--- src/rtl/prt_pkg.sv ---
// Shared types and constants for the protected range table.
package prt_pkg;

  localparam int MAX_RANGES = 64;
  localparam int ADDR_W     = 64;
  localparam int PAGE_SHIFT = 12;
  localparam int PAGE_W     = ADDR_W - PAGE_SHIFT;

  typedef enum logic [1:0] {
    OP_ADD    = 2'd0,
    OP_FINAL  = 2'd1,
    OP_LOOKUP = 2'd2
  } op_e;

  typedef enum logic [1:0] {
    ST_OK      = 2'd0,
    ST_INVALID = 2'd1,
    ST_FULL    = 2'd2
  } status_e;

  // controller -> datapath
  typedef struct packed {
    logic capture;
    logic eval;
    logic ins_shift;
    logic ins_place;
    logic srch_step;
    logic load_out;
  } ctrl_cmd_t;

  // datapath -> controller
  typedef struct packed {
    logic [1:0] op;
    logic       add_reject;
    logic       shift_ok;
    logic       lookup_skip;
    logic       srch_hit;
    logic       srch_last;
  } dp_stat_t;

endpackage

--- src/rtl/prt_ctrl.sv ---
// Controller: sequences each request through the datapath and owns the handshakes.
module prt_ctrl (
  input  logic                clk_i,
  input  logic                rst_ni,
  input  logic                in_valid_i,
  output logic                in_ready_o,
  output logic                out_valid_o,
  input  logic                out_ready_i,
  output prt_pkg::ctrl_cmd_t  cmd_o,
  input  prt_pkg::dp_stat_t   stat_i
);

  typedef enum logic [2:0] {
    S_IDLE,
    S_EVAL,
    S_INS_RD,
    S_INS_CMP,
    S_SRCH_RD,
    S_SRCH_CMP,
    S_FINISH
  } state_e;

  state_e state_q;
  logic   out_valid_q;
  logic   out_free;

  assign in_ready_o  = (state_q == S_IDLE);
  assign out_valid_o = out_valid_q;
  assign out_free    = !out_valid_q || out_ready_i;

  always_comb begin
    cmd_o           = '0;
    cmd_o.capture   = (state_q == S_IDLE) && in_valid_i;
    cmd_o.eval      = (state_q == S_EVAL);
    cmd_o.ins_shift = (state_q == S_INS_CMP) && stat_i.shift_ok;
    cmd_o.ins_place = (state_q == S_INS_CMP) && !stat_i.shift_ok;
    cmd_o.srch_step = (state_q == S_SRCH_CMP);
    cmd_o.load_out  = (state_q == S_FINISH) && out_free;
  end

  always_ff @(posedge clk_i or negedge rst_ni) begin
    if (!rst_ni) begin
      state_q     <= S_IDLE;
      out_valid_q <= 1'b0;
    end else begin
      // a finishing request refills the output register on the same edge
      if (out_valid_q && out_ready_i && (state_q != S_FINISH)) begin
        out_valid_q <= 1'b0;
      end
      case (state_q)
        S_IDLE: begin
          if (in_valid_i) begin
            state_q <= S_EVAL;
          end
        end
        S_EVAL: begin
          case (stat_i.op)
            prt_pkg::OP_ADD: begin
              state_q <= stat_i.add_reject ? S_FINISH : S_INS_RD;
            end
            prt_pkg::OP_LOOKUP: begin
              state_q <= stat_i.lookup_skip ? S_FINISH : S_SRCH_RD;
            end
            default: begin
              state_q <= S_FINISH;
            end
          endcase
        end
        S_INS_RD: begin
          state_q <= S_INS_CMP;
        end
        S_INS_CMP: begin
          state_q <= stat_i.shift_ok ? S_INS_RD : S_FINISH;
        end
        S_SRCH_RD: begin
          state_q <= S_SRCH_CMP;
        end
        S_SRCH_CMP: begin
          state_q <= (stat_i.srch_hit || stat_i.srch_last) ? S_FINISH : S_SRCH_RD;
        end
        S_FINISH: begin
          if (out_free) begin
            out_valid_q <= 1'b1;
            state_q     <= S_IDLE;
          end
        end
        default: begin
          state_q <= S_IDLE;
        end
      endcase
    end
  end

endmodule

--- config.mk ---
export PLATFORM = sky130hd
export DESIGN_NAME = prt_ctrl
export DESIGN_NICKNAME = d
export VERILOG_FILES = /design/src/rtl/prt_pkg.sv /design/src/rtl/prt_ctrl.sv
export SDC_FILE = /design/constraint.sdc
export NUM_CORES = 1
export LEC_CHECK = 0
export BUFFER_PORTS_ARGS = -buffer_cell sky130_fd_sc_hd__buf_2
export CAP_MARGIN = 5
export CORE_AREA = 2 2 39 41
export DETAILED_ROUTE_END_ITERATION = 8
export DIE_AREA = 0 0 41 43
export PLACE_DENSITY = 0.56
export SETUP_SLACK_MARGIN = 0.3
export SYNTH_ARGS = -nofsm -noshare
export SYNTH_HDL_FRONTEND = slang
export SYNTH_SLANG_ARGS = --single-unit
--- constraint.sdc ---
create_clock -name clk_i -period 3.6 [get_ports clk_i]
set_clock_uncertainty 0.2 [all_clocks]
set_input_delay 0.72 -clock clk_i [delete_from_list [all_inputs] [get_ports clk_i]]
set_output_delay 0.72 -clock clk_i [all_outputs]
set_load 0.01 [all_outputs]
After elaboration in Yosys (flattened, before gate mapping):

Cells that the tools add are included.

* register bits after elaboration: 4
* latch bits: 0
* RAM bits: 0
* bits in read-only memories: 0
* input bits: 11
* output and inout port bits: 8
* word-level logic and storage cells: 36
* memories kept: 0

* $add $sub $neg: 0
* $mul: 0
* div/mod/pow operators: 0
* $lt $le $gt $ge: 0
* equality and inequality tests: 10
* shift operators: 0
* mux-type cells: 11
* bitwise gates (word level): 0
* reductions and logical operators: 13

Operators with widths (count)
* $pmux 3 s7: 1
* $mux 3: 4
* $eq 3x3->1 const B: 3
* $eq 3x2->1 const B: 2
* $logic_and 1x1->1: 6
* $pmux 3 s2: 1
* $mux 2: 2
* $ne 2x2->1 const B: 2
* $eq 3x1->1 const B: 1
* $logic_not 3->1: 1
* $mux 1: 3
* $ne 3x3->1 const B: 1
* $eq 2x2->1 const B: 1
* $logic_not 1->1: 2
* $logic_not 2->1: 1
* $logic_or 1x1->1: 2
* $reduce_and 2->1: 1

Logic depth before layout (Yosys ltp):

Gate-level depths: netlist of run 1.

* word-level depth: 5
* mapped depth: 4
* depth with buffers taken out: 3

Worst setup path before layout of run 1:

OpenSTA, ideal clock, no wires.

* path kind: register -> output
* start point: register state_q[2]
* end point: output cmd_o[5] in the netlist's numbering
* arrival time: 1066 ps
* required time: 2680 ps
* path slack: 1614 ps
* cell stages (with the launch flop): 4
* path buffers: 1
* cells stage by stage: dfrtp_1 > buf_2 > nor3_1 > and2_1

RTL lines
* start: declaration: line prt_ctrl.sv:23 `state_e state_q;`
* start signal: assignment: line prt_ctrl.sv:59 `state_q <= stat_i.add_reject ? S_FINISH : S_INS_RD;`
* start signal: assignment: line prt_ctrl.sv:62 `state_q <= stat_i.lookup_skip ? S_FINISH : S_SRCH_RD;`
* start signal: assignment: line prt_ctrl.sv:73 `state_q <= stat_i.shift_ok ? S_INS_RD : S_FINISH;`
* end: declaration: line prt_ctrl.sv:9 `output prt_pkg::ctrl_cmd_t cmd_o,`

==> metrics, run 1 <==
DP Area=359.1 sq um; clock transition at the registers of the reported paths=40 ps; worst skew pair latency=230 ps; crit path time final=2187 ps; Starting Density=19.17%; footprint of the multi-input gates=145.1 sq um; status=finished, final reports clean; vias post-DR=285; hold crit path type=input pin to async pin; Row Count=14; most common cell in the netlist=nor3_1; most used cell, CP=buf_2; FF/Latch Area=100.1 sq um; Gates resized, CTS repair=0; Num CTS Buffers=3; Worst slew margin=76.83%; Setup crit end kind=primary output; Crit-path slowest cell=and4bb_4; register bit total from synthesis=4; post-cts hold buffer count=0; Worst Path Required=2680 ps; H-tree Lvls=1; most common library cells after synthesis=nor3_1 (5), dfrtp_1 (4), nor2_1 (3); Worst Setup EP=cmd_o[2]; Ports=19; fraction of final layout cells sized beyond drive strength 1=44.00%; pin count of the biggest net entering global routing=14; Cells after Synth=31; layout net count=63; Total Routing Usage GR=8.788%; Yosys cell types=19; Max IR drop VDD=264.6 uV; routability cong.=0.7362; gr ovfl total=0; Seq/Total Area, Yosys=37.74%; Syn Nets=42; via/cell ratio=4.318; first-pass GRT wire length=1007 um; Pins Over Slew Limit=0; Setup violations, final=0; Critical R2R Launch=state_q[2]$_DFFE_PN0P_; CP cell instances=buf_2 > and4bb_4 > buf_2; slew at the pin closest to its max-slew limit=347.5 ps; Arrival @ worst endpoint=1270 ps; Syn. warnings=0; initial antenna violation count=0; Cell Area, Synth=265.3 sq um; hold violation count in the final report=0; Core Area=1384 sq um; final instance area=381.6 sq um; max-cap violations=0; ant diodes=0; reg2reg path depth=3; die area=1763 sq um; WL per Instance=9.424 um; worst r2r dst=state_q[2]$_DFFE_PN0P_; total routed wirelength=622 um; number of routed nets with antenna violations=0; fmax=0.4572 GHz; die height=43 um; fin crit share=60.75%; drt pass-1 iters=2; crit path max fanout=2; Mean Syn Cell Area=8.557 sq um; clk buf depth=2; EDFF count, synth=0; postcts setup bufs=0; Area Overhead vs Synth=43.87%; die span in x=41 um; unrepaired setup endpoints after global routing=no; Initial DRC Count=2; async set-reset flop share out of synthesis=100.0%; Final HPWL DP=499.5 um; Worst Setup SP=stat_i[3]; number of global-route vias before repair=256; DRC=0; Sum Neg Setup Slack=0 ps; Critical Path Source Type=input pin; synth top area cells=dfrtp_1 (38%), nor3_1 (9.4%), and4bb_4 (6.1%); main flop type after synthesis=dfrtp_1; root buffer cell=clkbuf_4; kind of critical path=input pin to primary output; Yosys top cell area share=37.74%; number of port buffers=18; max incr delay on CP=320 ps; Fill cells=158; clock sink count=4; power per cell area=748.4 nW/um^2; Synth area leader=dfrtp_1; CTS tree=done; Leakage=0.1969 nW; flop-to-flop setup slack=2080 ps
## sequential cells by signal, summed over array words and instances, names as in the netlist
register / cells
state_q: 3
out_valid_o: 1
## worst min-delay path by stage
stage	depth (start not counted)	startpoint	end	slack, ps
final	1	rst_ni	out_valid_o$_DFF_PN0_	80
after CTS	1	rst_ni	out_valid_o$_DFF_PN0_	80
after global routing	1	rst_ni	out_valid_o$_DFF_PN0_	80
after floorplan	0	rst_ni	out_valid_o$_DFF_PN0_	220
after detailed placement	1	rst_ni	out_valid_o$_DFF_PN0_	330
after global placement	2	out_valid_o$_DFF_PN0_	out_valid_o$_DFF_PN0_	320
## layout make-up
| class | count | share of cell area [%] |
|---|---|---|
| tap | 16 | 5.246 |
| sequential | 4 | 26.23 |
| clock buffer | 3 | 5.902 |
| inverter | 1 | 0.9836 |
| multi-input combinational | 24 | 38.03 |
| timing repair buffer | 18 | 23.61 |
## layer usage
layer  routed length (um)  GRT usage [%]  part of all wire, %
met1                  284          9.836                   46
met3                   34          3.141                  5.5
met2                  292          13.13                   47
met4                   11          6.000                  1.8
met5                    0              0                    0
## critical path: cells and delay by family
family / cells / cell delay (ps)
AND/OR/NAND/NOR: 1 / 320
buffers and inverters: 2 / 220
## report_power, final
group | internal, mW | switching [mW]
sequential | 0.0661 | 0.0424
combinational | 0.0644 | 0.0587
clock | 0.0372 | 0.0168
total | 0.168 | 0.118
## metrics by stage
| step | setup WS, ps | utilization (%) | total power [mW] | cells | hold slack [ps] |
|---|---|---|---|---|---|
| CTS | 1406 | 27.58 | 0.2905 | 66 | 83.16 |
| floorplan | 1614 | - | 0.2011 | 31 | 224.4 |
| global route | 1329 | 27.58 | 0.3170 | 66 | 81.55 |
| global placement | 1410 | 25.95 | 0.2349 | 63 | 317.6 |
| detailed placement | 1407 | 25.95 | 0.2345 | 63 | 329.8 |
| finish | 1413 | 27.58 | 0.2856 | 66 | 83.88 |
## kinds of logic (layout without fill, tap and decap cells)
family | after synthesis | in the layout | share of synthesized area (%)
AOI/OAI and AO/OA | 4 | 4 | 10.38
buffers and inverters | 3 | 22 | 7.544
DFF | 4 | 4 | 37.74
and+or+nand+nor | 20 | 20 | 44.34
## cell usage in the layout (no fill, tap or decap), drive strengths merged
master  instances
a22o            1
o22ai           1
nor2            3
nand2b          2
nor4            1
and4bb          1
clkbuf          3
nand2           2
nor3            5
or3             1
inv             1
nand3           1
nor2b           1
nor3b           2
dfrtp           4
buf            18
o21ai           1
a211oi          1
and2            1
(Power assumes the default switching activity.)
==> inputs of run 2 (changes only) <==
--- a/config.mk
+++ b/config.mk
@@ -10,7 +10,7 @@
 export CORE_AREA = 2 2 39 41
 export DETAILED_ROUTE_END_ITERATION = 8
 export DIE_AREA = 0 0 41 43
-export PLACE_DENSITY = 0.56
+export PLACE_DENSITY = 0.58
 export SETUP_SLACK_MARGIN = 0.3
 export SYNTH_ARGS = -nofsm -noshare
 export SYNTH_HDL_FRONTEND = slang
==> constraint.sdc (replaced) <==
create_clock -name clk_i -period 1.97 [get_ports clk_i]
set_clock_uncertainty 0.2 [all_clocks]
set_input_delay 0.394 -clock clk_i [delete_from_list [all_inputs] [get_ports clk_i]]
set_output_delay 0.394 -clock clk_i [all_outputs]
set_load 0.01 [all_outputs]
==> run 2 against run 1 <==
Clock power rose by 91%. Via count rose by 13%. Core utilization rose by 8.5 points. Highest routed layer is now met3.
==> metrics, run 2 (same netlist as run 1, synthesis figures left out) <==
CTS tree=done (unchanged); final instance area=499.2 sq um (was 381.6 sq um); die area=1763 sq um (unchanged); pin count of the biggest net entering global routing=8 (was 14); Core Area=1384 sq um (unchanged); power per cell area=1468 nW/um^2 (was 748.4 nW/um^2); Initial DRC Count=3 (was 2); Fill cells=151 (was 158); Reg with most FFs=state_q (unchanged); root buffer cell=clkbuf_4 (unchanged); routability cong.=0.7699 (was 0.7362); clock sink count=4 (unchanged); fin crit share=87.45%; Arrival @ worst endpoint=1130 ps (was 1270 ps); Sum Neg Setup Slack=0 ps (unchanged); vias post-DR=323 (was 285); Total Routing Usage GR=11.01% (was 8.788%); Pins Over Slew Limit=0 (unchanged); hold violation count in the final report=0 (unchanged); DP Area=359.1 sq um (unchanged); Final HPWL DP=495.9 um (was 499.5 um); fmax=0.5804 GHz; most common cell after layout, fill and taps aside=buf_2 (unchanged); WL per Instance=10.12 um (was 9.424 um); slew at the pin closest to its max-slew limit=200.6 ps (was 347.5 ps); die span in x=41 um (unchanged); Setup crit end kind=primary output (unchanged); via/cell ratio=4.250 (was 4.318); Worst slew margin=86.52% (was 76.83%); clk buf depth=2 (unchanged); fraction of final layout cells sized beyond drive strength 1=63.33% (was 44.00%); footprint of the multi-input gates=167.7 sq um (was 145.1 sq um); Final WS setup=247.2 ps (was 1413 ps); initial antenna violation count=0 (unchanged); Starting Density=19.17% (unchanged); drt pass-1 iters=2 (unchanged); Leakage=0.2487 nW (was 0.1969 nW); FF/Latch Area=103.9 sq um (was 100.1 sq um); total routed wirelength=769 um (was 622 um); unrepaired setup endpoints after global routing=yes (was no); Ports=19 (unchanged); max-cap violations=0 (unchanged); number of global-route vias before repair=310 (was 256); H-tree Lvls=1 (unchanged); gr ovfl total=0 (unchanged); number of routed nets with antenna violations=0 (unchanged); number of port buffers=18 (unchanged); crit path max fanout=6 (was 2); Setup violations, final=0 (unchanged); kind of critical path=flop to primary output (was input pin to primary output); Num CTS Buffers=3 (unchanged); most frequent cells in the layout=buf_2 (17), buf_4 (7), nor3_1 (4) (was buf_2 (18), nor3_1 (5), dfrtp_1 (4)); clock transition at the registers of the reported paths=40 ps (about the same); Max IR drop VDD=499.2 uV (was 264.6 uV); status=finished, final reports clean (unchanged); Row Count=14 (unchanged); DRC=0 (unchanged); first-pass GRT wire length=1248 um (was 1007 um); Area Overhead vs Synth=88.21% (was 43.87%); max reg flops=3 (unchanged); Worst Path Required=1380 ps (was 2680 ps); ant diodes=0 (unchanged); Place WS=405.4 ps (was 1407 ps); die height=43 um (unchanged); Critical Path Source Type=flop (was input pin); worst skew pair latency=240 ps (was 230 ps); hold crit path type=input pin to async pin (unchanged); final core occ=36.08% (was 27.58%); layout net count=73 (was 63); crit path time final=1723 ps
[run 2: report_power, final]
group	switching (mW)	total [mW]	internal [mW]
Sequential	0.0733	0.201	0.128
Combinational	0.175	0.429	0.254
Clock	0.0348	0.103	0.0682
Total	0.283	0.733	0.450
[run 2: stage by stage]
stage	hold WS, ps	power, mW	cells
global placement	3.960	0.4260	63
floorplan	-101.6	0.3676	31
finish	290.1	0.7331	76
CTS	288.4	0.6839	75
global route	305.0	0.7956	76
detailed placement	1.958	0.4296	63
[run 2: area by class of cell]
| type | count | area share, % |
|---|---|---|
| Sequential cell | 4 | 20.80 |
| Inverter | 1 | 0.7519 |
| Multi-Input combinational cell | 24 | 33.58 |
| Timing Repair Buffer | 28 | 36.34 |
| Clock buffer | 3 | 4.511 |
| Tap cell | 16 | 4.010 |
[run 2: path summary, 6_finish.rpt]
check                      cells after the start                      to  slack [ps]                    from
min reg2reg                                    2   out_valid_o$_DFF_PN0_         350   out_valid_o$_DFF_PN0_
min in group clk_i                             3   out_valid_o$_DFF_PN0_         300             out_ready_i
max                                            3                cmd_o[5]         250  state_q[1]$_DFFE_PN0P_
max in group asynchronous                      2  state_q[0]$_DFFE_PN0P_        1150                  rst_ni
min                                            2  state_q[2]$_DFFE_PN0P_         290                  rst_ni
max reg2reg                                    4  state_q[2]$_DFFE_PN0P_         370  state_q[2]$_DFFE_PN0P_
[run 2: per-layer routing]
layer,vias to the layer above,part of all wire [%],GRT usage (%)
met5,-,0,0
met4,0,0,8.000
met3,0,5.6,3.141
met2,10,52,15.31
met1,143,42,13.77
li1,170,-,-
[run 2: what timing repair did]
| action | CTS | global route |
|---|---|---|
| setup endpoints to repair | 7 | 8 |
| endpoints found under the hold margin | 4 | 0 |
| resized for setup | 10 | 5 |
| hold buffers | 1 | 0 |
| setup buffers | 8 | 1 |
[run 2: critical path, cell delays in order, from the launching register on]
cell,delay (ps)
dfrtp_2,450
nor3_4,190
and2_1,130
buf_2,120
